`src/hw/rtl/wvb_pkg.sv`:
```
`default_nettype none
// ----------------------------------------------------------------------------
// wvb_pkg - shared constants for the running variance bank
// Sizes of the measure bank, word widths and stream packing.
// ----------------------------------------------------------------------------
package wvb_pkg;

  // bank size, 1 to 16 with a 4-bit measure field
  localparam int unsigned NumMeasures = 16;
  localparam int unsigned MeasW       = 4;
  localparam int unsigned MeasSelW    = (NumMeasures > 1) ? $clog2(NumMeasures) : 1;

  localparam int unsigned WordW = 32;
  localparam int unsigned SumW  = 64;

  // serial divider: one quotient bit per cycle
  localparam int unsigned DivSteps = WordW;
  localparam int unsigned DivCntW  = $clog2(DivSteps);

  // stream packing
  localparam int unsigned InDataW   = ((MeasW + WordW + 7) / 8) * 8;
  localparam int unsigned InUserW   = 2;
  localparam int unsigned OutDataW  = ((MeasW + WordW + SumW + WordW + 7) / 8) * 8;
  localparam int unsigned OutUserW  = 2;

endpackage : wvb_pkg
`default_nettype wire

```
`src/hw/rtl/wvb_divider.sv`:
```
`default_nettype none
// ----------------------------------------------------------------------------
// wvb_divider - serial unsigned restoring divider
// One quotient bit per cycle; done_o pulses when the quotient is complete.
// ----------------------------------------------------------------------------
module wvb_divider (
  input  wire logic                      clk_i,
  input  wire logic                      rst_ni,
  input  wire logic                      start_i,
  input  wire logic [wvb_pkg::WordW-1:0] dividend_i,
  input  wire logic [wvb_pkg::WordW-1:0] divisor_i,
  output logic                           done_o,
  output logic [wvb_pkg::WordW-1:0]      quotient_o
);
  import wvb_pkg::*;

  localparam logic [DivCntW-1:0] LastStep = DivCntW'(DivSteps - 1);

  logic               busy_q, done_q;
  logic [DivCntW-1:0] step_q;
  logic [WordW-1:0]   rem_q, quo_q, dsr_q;
  logic [WordW:0]     trial;
  logic [WordW:0]     diff;
  logic               fits;

  // shift the next dividend bit into the remainder, subtract if it fits
  assign trial = {rem_q, quo_q[WordW-1]};
  assign diff  = trial - {1'b0, dsr_q};
  assign fits  = !diff[WordW];

  always_ff @(posedge clk_i or negedge rst_ni) begin
    if (!rst_ni) begin
      busy_q <= 1'b0;
      done_q <= 1'b0;
      step_q <= '0;
      rem_q  <= '0;
      quo_q  <= '0;
      dsr_q  <= '0;
    end else begin
      done_q <= 1'b0;
      if (start_i) begin
        busy_q <= 1'b1;
        step_q <= '0;
        rem_q  <= '0;
        quo_q  <= dividend_i;
        dsr_q  <= divisor_i;
      end else if (busy_q) begin
        rem_q  <= fits ? diff[WordW-1:0] : trial[WordW-1:0];
        quo_q  <= {quo_q[WordW-2:0], fits};
        step_q <= step_q + DivCntW'(1);
        if (step_q == LastStep) begin
          busy_q <= 1'b0;
          done_q <= 1'b1;
        end
      end
    end
  end

  assign done_o     = done_q;
  assign quotient_o = quo_q;

endmodule : wvb_divider
`default_nettype wire

```
`config.mk`:
```
export PLATFORM = sky130hd
export DESIGN_NAME = wvb_divider
export DESIGN_NICKNAME = d
export VERILOG_FILES = /design/src/hw/rtl/wvb_pkg.sv /design/src/hw/rtl/wvb_divider.sv
export SDC_FILE = /design/constraint.sdc
export NUM_CORES = 1
export LEC_CHECK = 0
export ABC_AREA = 1
export ABC_CLOCK_PERIOD_IN_PS = 3200
export BUFFER_PORTS_ARGS = -buffer_cell sky130_fd_sc_hd__buf_2
export CAP_MARGIN = 10
export CORE_MARGIN = 4
export CORE_UTILIZATION = 40
export CTS_CLUSTER_DIAMETER = 50
export DETAILED_ROUTE_END_ITERATION = 10
export PLACE_DENSITY_LB_ADDON = 0.2
export SYNTH_ARGS = -nofsm -noshare
export SYNTH_HDL_FRONTEND = slang
export SYNTH_SLANG_ARGS = --single-unit
```
`constraint.sdc`:
```
create_clock -name clk_i -period 3.2 [get_ports clk_i]
set_input_delay 0 -clock clk_i [delete_from_list [all_inputs] [get_ports clk_i]]
set_output_delay 0 -clock clk_i [all_outputs]
set_load 0.05 [all_outputs]
```
Yosys cells after proc, flatten, opt, wreduce, memory -nomap -nowiden --
Index checks and enable logic that the tools add are counted.
Word-level totals: register bits 103, bits of input ports 67, output and inout port bits 33, word-level logic and storage cells 24
Cells by class: add/sub/neg operators 2, eq/ne operators 1, multiplexer cells 13, reduce and logical (&&, ||, !) cells 2
Operators by type and width (number):
- $mux 32 | 5
- $sub 33x32->33 | 1
- $mux 5 | 2
- $mux 1 | 6
- $add 5x1->5 const B | 1
- $eq 5x5->1 const B | 1
- $reduce_bool 2->1 | 1
- $logic_not 1->1 | 1

Depth between registers and ports, before layout --
Gate-level depths: netlist of the first run.
depth after elaboration 4, gate-level depth with buffers 19, gate-level depth less buffers 18

Worst setup path after synthesis of the first run --
Ideal clock, no wire load.
kind register to register, start register quo_q[31], in the netlist quotient_o[31], end register rem_q[0], setup time 0.117 ns, arrival time 2.362 ns, required time 3.083 ns, path slack 0.721 ns, cell stages (with the launch flop) 18, path buffers 1, clock period less this slack 2.479 ns, cell sequence dfrtp_1 > inv_1 > ha_1 > inv_1 > fa_1 > nand2_1 > nand2_1 > nand3_2 > nand2_2 > nand2_2 > nand2_4 > nand2_4 > nand3_1 > nand2_4 > buf_8 > nand2_2 > nand3_1 > nand2_1
Between the ends: longest elaborated chain between the ends 4
RTL lines:
- from (decl) | RTL line wvb_divider.sv:21 | logic [WordW-1:0] rem_q, quo_q, dsr_q;
- from (signal assigned) | RTL line wvb_divider.sv:45 | quo_q <= dividend_i;
- from (signal assigned) | RTL line wvb_divider.sv:49 | quo_q <= {quo_q[WordW-2:0], fits};
- $sub 33x32->33 | RTL line wvb_divider.sv:28 | assign diff = trial - {1'b0, dsr_q};
- $mux 32 (*) | RTL line wvb_divider.sv:48 | rem_q <= fits ? diff[WordW-1:0] : trial[WordW-1:0];
- $mux 32 (*) | RTL line wvb_divider.sv:47 | end else if (busy_q) begin
- $mux 32 (*) | RTL line wvb_divider.sv:41 | if (start_i) begin
- to (signal assigned) | RTL line wvb_divider.sv:48
- to (decl) | RTL line wvb_divider.sv:21
Mark *: on every way between the ends. The rest lies on a longest branch, timed or not. The select of a mux whose other input is x is not followed. A chain may end at the register's enable or synchronous reset.

Final worst setup path of the first run --
start register quo_q[31], in the netlist quotient_o[31], end register rem_q[20]
Between the ends: longest elaborated chain between the ends 4
RTL lines (RTL line):
- $sub 33x32->33 | wvb_divider.sv:28
- $mux 32 | wvb_divider.sv:48
- $mux 32 | wvb_divider.sv:47
- $mux 32 | wvb_divider.sv:41
No other way between the ends. The select of a mux whose other input is x is not followed.

==> impl_metrics.csv, run 1 <==
group,metric,value,unit
power_and_ir_drop,max-vdd-ir-drop,0.353,mV
logic_synthesis,synth_edf_count,0,
cts,cts_setup_buffers,0,
cts,clockBufferDepth,2,
logic_synthesis,synthArstFlopShare,1.00,
critical_path,crit_start,"quotient_o[31]$_DFFE_PN0P_",
cts,clkTransAtPathRegs,80,ps
cts,htree_levels,3,
timing,hold_violations,0,
cts,cts-buffers-inserted,9,
timing,setup_viol,0,
timing,slew_headroom,0.336,
logic_synthesis,ys.flop_type,"dfrtp_1",
logic_synthesis,syn_avg_cell_area,6.73,sq um
layout,layout_commonest_cell,"nand2_1",
global_route,antenna_found_initial,0,
critical_path,worstPathRequired,3460,ps
critical_path,worstReg2RegEnd,"rem_q[20]$_DFFE_PN0P_",
placed_design,portBuffers,99,
critical_path,worst-path-buf-inv,2,
logic_synthesis,synth_xor_area_frac,0.0183,
route,antenna_left,0,
floorplanning,die_x,142,um
power_and_ir_drop,leakage,5.01,nW
floorplanning,rows,48,
logic_synthesis,synth_top_family_by_area,"simple AND/OR/NAND/NOR gates",
logic_synthesis,synth_top_cell_by_area,"dfrtp_1",
floorplanning,core,17400,sq um
min_path,whs_path_depth,5,
floorplanning,fp.dieH,142,um
logic_synthesis,syn-num-nets,1167,
layout,final_core_util,0.506,
critical_path,crit_chain,"inv_1 -> ha_1 -> inv_1 -> fa_1 -> nand2_1 -> nand2_1 -> nand3_2 -> nand2_2 -> nand2_2 -> nand2_4 -> nand2_4 -> nand3_1 -> nand2_4 -> nand2_1 -> nand3_1 -> nand2_1",
layout,fin_nets,1317,
critical_path,crit_path_start_kind,"register",
global_route,grt_pass1_wl,32200,um
logic_synthesis,synthMuxAreaShare,0,
logic_synthesis,synth-seq-cells,103,
logic_synthesis,synth_cells,1065,
logic_synthesis,syn_area,7160,sq um
critical_path,critical_path_peak_fanout,23,
critical_path,r2r-start,"quotient_o[31]$_DFFE_PN0P_",
cts,root_buffer,"clkbuf_16",
layout,drive_above_1_share,0.129,
logic_synthesis,synth_compound_area_frac,0.0903,
route,wl_per_cell,13.0,um
floorplanning,die_area,20100,sq um
timing,rsz0062_at_grt,"false",
route,drt-total-wl,18800,um
critical_path,cp_data_arrival_time,2790,ps
timing,drv_slew,0,
timing,fmax,0.395,GHz
logic_synthesis,synth_top_area_frac,0.360,
critical_path,end_kind,"register",
critical_path,endpoint,"rem_q[20]$_DFFE_PN0P_",
placed_design,hpwl,13700,um
cts,cts_tree,"yes",
placed_design,gp_congestion,0.926,
critical_path,worst-path-stages,16,
global_route,gr-total-overflow,0,
layout,layout_common_cells,"420 x nand2_1, 206 x inv_1, 103 x dfrtp_1, 97 x buf_2, 65 x dlygate4sd3_1",
critical_path,path_class,"register to register",
timing,fin_tns_setup,0,ps
route,firstDrtPassIters,5,
timing,worst_slew_pin_slew,995,ps
logic_synthesis,synth-seq-area-share,0.360,
cts,clock_sinks,103,
layout,area_growth,23.0,%
critical_path,cp_common_cell,"nand2_1",
timing,fin_skew,10.1,ps
run_status,outcome,"completed",
route,drc,0,
timing,period_share,0.791,
logic_synthesis,yosysWarnings,0,
min_path,hp-class,"input port to register",
route,drt_iter0_markers,359,
run,maxCapViolCount,0,
layout,n_antenna_cell,0,
floorplanning,io_pins,100,
cts,clk_latency,370,ps
floorplanning,start_util,0.411,
global_route,grt_usage,0.194,
logic_synthesis,synth.area.top_cells,"dfrtp_1 36%, nand2_1 22%, inv_1 11%",
global_route,grt_pass1_vias,6531,
logic_synthesis,synthSimpleGateAreaFrac,0.337,
global_route,grt_max_degree,99,
timing,fin_crit,2530,ps
power_and_ir_drop,power.density,737,nW/um^2
logic_synthesis,synth.distinct_cells,40,
critical_path,reg2reg_depth,16,
critical_path,cpPeakStageDelay,410,ps
route,vias_per_cell,4.68,
critical_path,r2r_slack,670,ps
critical_path,path_delay_family,"simple AND/OR/NAND/NOR gates",
critical_path,cpMaxStageDelayCell,"fa_1",
route,via_count,6759,
logic_synthesis,synth-adder-area-share,0.0622,
worst register-to-register path: stages (launching register included):
cell     delay [ps]
dfrtp_1         380
inv_1           120
ha_1            170
inv_1            70
fa_1            410
nand2_1         100
nand2_1          90
nand3_2          90
nand2_2          80
nand2_2          80
nand2_4          60
nand2_4          90
nand3_1         140
nand2_4         320
nand2_1         100
nand3_1         100
nand2_1          50
flip-flops by register name, indices dropped and copies added, names as in the netlist:
register and flops:
step_q 5, dsr_q 32, done_o 1, rem_q 32
busy_q 1, quotient_o 32
stage by stage:
stage	std cells	total power, mW	worst slack [ps]	cell area (sq um)	hold WS (ps)
5_1_grt	1445	7.12	402	8810	267
4_1_cts	1445	6.54	635	8810	232
3_5_place_dp	1364	5.25	646	7830	146
2_1_floorplan	1065	4.50	721	7160	-296
6_report	1445	6.49	669	8810	219
3_3_place_gp	1364	5.22	805	7830	141
cell families (layout without fill, tap and decap cells):
logic type	after synthesis	count (layout)
compound gates	97	97
simple gates	574	574
xor+xnor	15	15
fa+ha+maj	35	35
flops	103	103
buf+inv	241	396
layout make-up:
class / count / area (sq um)
Clock inverter: 7 / 101
Clock buffer: 9 / 225
Fill cell: 1759 / 8610
Timing Repair Buffer: 169 / 1190
Tap cell: 225 / 282
Sequential cell: 103 / 2580
Multi-Input combinational cell: 721 / 3640
Inverter: 211 / 792
cell usage after synthesis (2+ instances only):
| master | n |
|---|---|
| nand2_1 | 420 |
| inv_1 | 206 |
| dfrtp_1 | 103 |
| nand3_1 | 63 |
| nor2_1 | 42 |
| o21ai_0 | 35 |
| ha_1 | 34 |
| o221ai_1 | 28 |
| clkbuf_1 | 20 |
| a21oi_1 | 17 |
| nand2_2 | 15 |
| xnor2_1 | 12 |
| nor3_1 | 9 |
| nand4_1 | 7 |
| inv_2 | 5 |
| nand2_4 | 5 |
| buf_6 | 4 |
| nand3b_1 | 4 |
| o21bai_1 | 4 |
| a21o_1 | 3 |
| buf_2 | 3 |
| xor2_1 | 3 |
| a21oi_2 | 2 |
| a22o_1 | 2 |
| buf_1 | 2 |
| nor2_2 | 2 |
| o211ai_1 | 2 |
where the power goes:
group	switching (mW)	internal (mW)	leakage [nW]	total [mW]
clock	0.614	0.582	0.157	1.20
sequential	0.183	1.54	1.29	1.72
combinational	2.37	1.21	3.57	3.57
what timing repair did:
item                      CTS  global route
hold endpoints to repair  125             0
hold buffers               65             0
gates resized for setup     0             0
layer usage:
metal | vias up | global-route usage | share of wire | routed length, um
met5 | - | 0 | 0 | 0
met4 | 0 | 0.0480 | 0.016 | 299
met3 | 19 | 0.0377 | 0.042 | 781
met2 | 136 | 0.319 | 0.46 | 8620
met1 | 3036 | 0.263 | 0.48 | 9060
li1 | 3568 | - | - | -
worst min-delay path by stage:
stage | end | startpoint | slack (ps)
after floorplan | busy_q$_DFF_PN0_ | rst_ni | -300
after global placement | dsr_q[9]$_DFFE_PN0P_ | rst_ni | 140
after detailed placement | dsr_q[9]$_DFFE_PN0P_ | rst_ni | 150
after CTS | rem_q[30]$_DFFE_PN0P_ | start_i | 230
after global routing | rem_q[10]$_DFFE_PN0P_ | start_i | 270
final | rem_q[31]$_DFFE_PN0P_ | start_i | 220
Note: power is estimated with default switching activity, not from simulation.
==> run 2: changes to the inputs <==
--- a/config.mk
+++ b/config.mk
@@ -6,7 +6,7 @@
 export NUM_CORES = 1
 export LEC_CHECK = 0
 export ABC_AREA = 1
-export ABC_CLOCK_PERIOD_IN_PS = 3200
+export ABC_CLOCK_PERIOD_IN_PS = 2210
 export BUFFER_PORTS_ARGS = -buffer_cell sky130_fd_sc_hd__buf_2
 export CAP_MARGIN = 10
 export CORE_MARGIN = 4
==> constraint.sdc (replaced) <==
create_clock -name clk_i -period 2.21 [get_ports clk_i]
set_input_delay 0 -clock clk_i [delete_from_list [all_inputs] [get_ports clk_i]]
set_output_delay 0 -clock clk_i [all_outputs]
set_load 0.05 [all_outputs]
==> impl_metrics.csv, run 2 (synthesized netlist as in run 1, its figures left out) <==
group,metric,value,unit
global_route,gr-total-overflow,0,
floorplanning,start_util,0.411,
timing,slew_headroom,0.429,
critical_path,cp_data_arrival_time,2470,ps
cts,clock_sinks,103,
power_and_ir_drop,power,11.1,mW
floorplanning,die_x,142,um
layout,layout_commonest_cell,"nand2_1",
global_route,grt_pass1_vias,7036,
layout,layout_common_cells,"395 x nand2_1, 204 x inv_1, 102 x dfrtp_1, 97 x buf_2, 69 x buf_4",
power_and_ir_drop,max-vdd-ir-drop,0.624,mV
timing,hold_violations,0,
critical_path,end_kind,"register",
cts,clockBufferDepth,2,
route,antenna_left,0,
critical_path,worstPathRequired,2470,ps
cts,cts-buffers-inserted,9,
route,drt_iter0_markers,370,
cts,clkTransAtPathRegs,90,ps
timing,period_share,0.999,
placed_design,gp_congestion,0.908,
critical_path,path_class,"register to register",
route,vias_per_cell,4.68,
power_and_ir_drop,power.density,1130,nW/um^2
placed_design,portBuffers,99,
timing,fmax,0.453,GHz
layout,fin_area,9840,sq um
route,firstDrtPassIters,7,
cts,clk_latency,370,ps
global_route,grt_max_degree,95,
floorplanning,rows,48,
route,drt-total-wl,19900,um
critical_path,crit_start,"quotient_o[31]$_DFFE_PN0P_",
critical_path,worstReg2RegEnd,"rem_q[11]$_DFFE_PN0P_",
min_path,hp-class,"input port to asynchronous set/reset pin",
critical_path,r2r_slack,3,ps
floorplanning,io_pins,100,
placed_design,hpwl,14500,um
layout,fillCellCount,1658,
route,wl_per_cell,13.1,um
floorplanning,die_area,20100,sq um
critical_path,critical_path_peak_fanout,7,
cts,root_buffer,"clkbuf_16",
timing,drv_slew,0,
run,maxCapViolCount,0,
cts,htree_levels,3,
floorplanning,fp.dieH,142,um
layout,fin_nets,1389,
critical_path,crit_path_start_kind,"register",
cts,cts_tree,"yes",
critical_path,reg2reg_depth,17,
critical_path,r2r-start,"quotient_o[31]$_DFFE_PN0P_",
placed_design,place_area,8340,sq um
layout,drive_above_1_share,0.227,
critical_path,endpoint,"rem_q[11]$_DFFE_PN0P_",
layout,n_antenna_cell,0,
floorplanning,core,17400,sq um
timing,rsz0062_at_grt,"true",
run_status,outcome,"completed",
route,via_count,7099,
global_route,grt_usage,0.201,
global_route,grt_pass1_wl,33100,um
global_route,antenna_found_initial,0,
timing,worst_slew_pin_slew,856,ps
route,drc,0,
power_and_ir_drop,leakage,5.50,nW
timing,setup_viol,0,
layout,area_growth,37.3,%
timing,fin_crit,2210,ps
timing,fin_skew,13.7,ps
run 2: cell types whose count changed in the layout (fill, tap and decap cells not counted), moves of 6 or more:
cell     change
nand2_2     +17
ha_4        +10
nand2_4      +6
buf_4       +62
nand2_1     -25
nand3_1     -19
ha_1        -10
nand3_2     +18
run 2: stage by stage:
| step | hold WS [ps] | setup WS (ps) | setup TNS (ps) | cells | util |
|---|---|---|---|---|---|
| 6_report | 131 | 3.08 | 0 | 1517 | 0.565 |
| 2_1_floorplan | -296 | -64.6 | -316 | 1065 | - |
| 3_5_place_dp | 12.4 | -62.1 | -845 | 1424 | 0.479 |
| 5_1_grt | 179 | -117 | -2750 | 1517 | 0.565 |
| 3_3_place_gp | 8.89 | 2.75 | 0 | 1424 | 0.479 |
| 4_1_cts | 149 | -7.75 | -17.5 | 1511 | 0.542 |
run 2: area by class of cell:
class                   instances  area [sq um]  share of cell area
repair buffers                239          1800               0.183
multi-input cells             723          4070               0.413
clock buffers                   9           225              0.0229
flip-flops and latches        103          2580               0.262
inverters                     211           792              0.0805
well taps                     225           282              0.0286
clock inverters                 7          93.8             0.00954
run 2: metal layers:
metal,vias up,track usage,wire (um)
met2,120,0.338,9340
li1,3723,-,-
met5,-,0,0
met4,0,0.0636,386
met3,24,0.0286,730
met1,3232,0.269,9490
run 2: critical path, cell delays in order, from the launching register on:
cell,delay (ps)
dfrtp_2,410
inv_2,70
ha_4,120
inv_2,40
fa_2,340
nand2_2,80
nand2_2,60
nand3_2,70
nand2_2,60
nand2_2,70
nand2_4,50
nand2_4,100
nand3_4,130
nand2_8,160
clkbuf_16,180
nand2_2,40
nand3_1,60
nand2_1,50
run 2: timing repair:
action,in CTS,in global routing
setup endpoints to repair,29,33
cloned,1,2
resized for setup,9,66
hold endpoints to repair,103,0
hold buffers,67,0
pin swaps,2,27
setup buffers,3,4
run 2: report_power, final:
part           switching (mW)  total (mW)  internal, mW
Combinational            4.10        6.95          2.86
Clock                   0.857        1.68         0.820
Sequential              0.269        2.49          2.22
run 2: worst min-delay path by stage:
| stage | endpoint | cells past startpoint |
|---|---|---|
| floorplan | busy_q$_DFF_PN0_ | 0 |
| global placement | dsr_q[7]$_DFFE_PN0P_ | 1 |
| detailed placement | rem_q[7]$_DFFE_PN0P_ | 1 |
| CTS | rem_q[7]$_DFFE_PN0P_ | 2 |
| global route | dsr_q[8]$_DFFE_PN0P_ | 2 |
| finish | dsr_q[8]$_DFFE_PN0P_ | 2 |
==> run 3: changes to the inputs <==
--- a/config.mk
+++ b/config.mk
@@ -5,13 +5,13 @@
 export SDC_FILE = /design/constraint.sdc
 export NUM_CORES = 1
 export LEC_CHECK = 0
-export ABC_AREA = 1
 export ABC_CLOCK_PERIOD_IN_PS = 2210
 export BUFFER_PORTS_ARGS = -buffer_cell sky130_fd_sc_hd__buf_2
 export CAP_MARGIN = 10
 export CORE_MARGIN = 4
 export CORE_UTILIZATION = 40
 export CTS_CLUSTER_DIAMETER = 50
+export CTS_CLUSTER_SIZE = 24
 export DETAILED_ROUTE_END_ITERATION = 10
 export PLACE_DENSITY_LB_ADDON = 0.2
 export SYNTH_ARGS = -nofsm -noshare
==> impl_metrics.csv, run 3 <==
group,metric,value,unit
placed_design,place_area,8310,sq um
cts,htree_levels,3,
critical_path,end_kind,"register",
run_status,outcome,"complete, but fails checks",
critical_path,cp_common_cell,"inv_2",
floorplanning,fp.dieH,135,um
logic_synthesis,synth_cells,719,
layout,multi_input_area,3650,sq um
floorplanning,core,15900,sq um
global_route,grt_pass1_vias,6476,
route,via_count,6243,
cts,clock_sinks,103,
logic_synthesis,synth-seq-area-share,0.399,
placed_design,gp_congestion,0.957,
power_and_ir_drop,power.density,1040,nW/um^2
timing,setup_viol,33,
route,wl_per_cell,14.7,um
timing,drv_slew,0,
critical_path,path_class,"register to register",
cts,clockBufferDepth,2,
layout,fillCellCount,1445,
layout,layout_common_cells,"158 x buf_4, 101 x dfrtp_1, 97 x buf_2, 91 x nand2_1, 71 x o21ai_0",
logic_synthesis,synth_edf_count,0,
layout,layout_commonest_cell,"buf_4",
critical_path,reg2reg_depth,14,
logic_synthesis,ys.flop_type,"dfrtp_1",
floorplanning,die_area,18300,sq um
critical_path,critical_path_peak_fanout,7,
power_and_ir_drop,leakage,4.86,nW
logic_synthesis,synth_top_cell_by_area,"dfrtp_1",
logic_synthesis,synthTopCellsByCount,"103 x dfrtp_1, 91 x nand2_1, 74 x o21ai_0",
timing,period_share,1.32,
critical_path,crit_path_start_kind,"register",
logic_synthesis,syn_avg_cell_area,8.99,sq um
logic_synthesis,synthArstFlopShare,1.00,
cts,cts_tree,"yes",
logic_synthesis,syn-num-nets,821,
floorplanning,rows,46,
timing,fmax,0.344,GHz
cts,cts-buffers-inserted,9,
critical_path,cpPeakStageDelay,410,ps
power_and_ir_drop,power,9.92,mW
timing,fin_crit,2910,ps
timing,hold_violations,0,
logic_synthesis,synth_top_area_frac,0.399,
cts,clk_latency,370,ps
critical_path,worst-path-stages,14,
logic_synthesis,synth.area.top_cells,"dfrtp_1 40%, mux2i_1 8.7%, ha_1 6.6%",
power_and_ir_drop,max-vdd-ir-drop,0.611,mV
critical_path,cpMaxStageDelayCell,"dfrtp_2",
placed_design,hpwl,12300,um
layout,area_growth,46.8,%
placed_design,post-place-ws,-797,ps
timing,worst_slew_pin_slew,623,ps
timing,rsz0062_at_grt,"true",
run,maxCapViolCount,0,
route,firstDrtPassIters,4,
layout,fin_area,9490,sq um
min_path,hp-class,"input port to register",
timing,slew_headroom,0.583,
placed_design,portBuffers,99,
cts,root_buffer,"clkbuf_16",
layout,drive_above_1_share,0.317,
critical_path,worst-path-buf-inv,4,
run_status,violations,"setup timing",
logic_synthesis,synth.distinct_cells,63,
global_route,grt_usage,0.202,
route,drt_iter0_markers,297,
timing,setup_slack,-698,ps
logic_synthesis,syn_area,6470,sq um
timing,whs,119,ps
logic_synthesis,synth.most_common_cell,"dfrtp_1",
global_route,gr-total-overflow,0,
global_route,grt_max_degree,92,
floorplanning,start_util,0.407,
global_route,grt_pass1_wl,30400,um
global_route,antenna_found_initial,0,
min_path,whs_path_depth,2,
floorplanning,io_pins,100,
layout,fin_nets,1123,
timing,fin_skew,16.7,ps
cts,clkTransAtPathRegs,80,ps
critical_path,crit_chain,"inv_2 -> ha_4 -> inv_2 -> fa_2 -> a211oi_4 -> o211ai_1 -> a211oi_2 -> o21ai_2 -> a21o_4 -> xor2_4 -> buf_4 -> buf_8 -> nor4b_2 -> a311o_1",
route,vias_per_cell,5.03,
route,drt-total-wl,18300,um
layout,seq_area,2580,sq um
critical_path,path_delay_family,"compound AO/OA/AOI/OAI gates",
route,antenna_left,0,
floorplanning,die_x,135,um
layout,n_antenna_cell,0,
logic_synthesis,yosysWarnings,0,
critical_path,cp_data_arrival_time,3160,ps
logic_synthesis,synth-seq-cells,103,
critical_path,worstPathRequired,2460,ps
route,drc,0,
==> run 3: cell types whose count changed after synthesis, sizes merged, moves of 28 or more <==
cell and change:
a211oi +28, inv -162, mux2i +56, nand2 -349, nand3 -59, o21ai +41
==> run 3: logic make-up after synthesis <==
group	Yosys count	synth area share
xor gates and xnor gates	32	0.0462
buffers and inverters	90	0.0573
and+or+nand+nor	198	0.137
muxes	58	0.0902
DFF	103	0.399
adders and majority gates	35	0.0689
AOI/OAI and AO/OA	203	0.202
==> run 3: final timing paths <==
| check | start | end | slack [ps] |
|---|---|---|---|
| max in group asynchronous | rst_ni | quotient_o[31]$_DFFE_PN0P_ | 1280 |
| max reg2reg | quotient_o[31]$_DFFE_PN0P_ | rem_q[14]$_DFFE_PN0P_ | -700 |
| min | start_i | rem_q[18]$_DFFE_PN0P_ | 120 |
| max | quotient_o[31]$_DFFE_PN0P_ | rem_q[14]$_DFFE_PN0P_ | -700 |
| min in group asynchronous | rst_ni | rem_q[12]$_DFFE_PN0P_ | 160 |
| min reg2reg | step_q[4]$_DFFE_PN0P_ | step_q[4]$_DFFE_PN0P_ | 540 |
==> run 3: layout make-up <==
cell class	count	share of cell area
Tap cell	216	0.0285
Sequential cell	103	0.272
Clock buffer	9	0.0237
Inverter	50	0.0198
Timing Repair Buffer	331	0.265
Multi-Input combinational cell	526	0.384
Clock inverter	7	0.00699
==> run 3: metal layers <==
layer | wire length, um | track usage
met5 | 0 | 0
met4 | 337 | 0.0644
met3 | 823 | 0.0405
met2 | 8620 | 0.330
met1 | 8480 | 0.271
==> run 3: per-stage QoR <==
| stage | instances | setup TNS [ps] | util |
|---|---|---|---|
| floorplan | 719 | -22190 | - |
| global route | 1242 | -26670 | 0.598 |
| CTS | 1238 | -21910 | 0.590 |
| detailed placement | 1149 | -24210 | 0.523 |
| finish | 1242 | -21010 | 0.598 |
| global placement | 1149 | -21700 | 0.523 |
==> run 3: power breakdown <==
part | total (mW) | internal (mW) | switching, mW
sequential | 2.37 | 2.18 | 0.193
combinational | 5.95 | 3.14 | 2.81
clock | 1.59 | 0.791 | 0.803
total | 9.92 | 6.11 | 3.81
==> run 3: repair_timing <==
action,4_1_cts,5_1_grt
setup endpoints to repair,33,33
gates cloned,1,2
buffers inserted,7,5
hold endpoints to repair,100,0
hold buffers,65,0
resized for setup,9,21
pin swaps,9,10
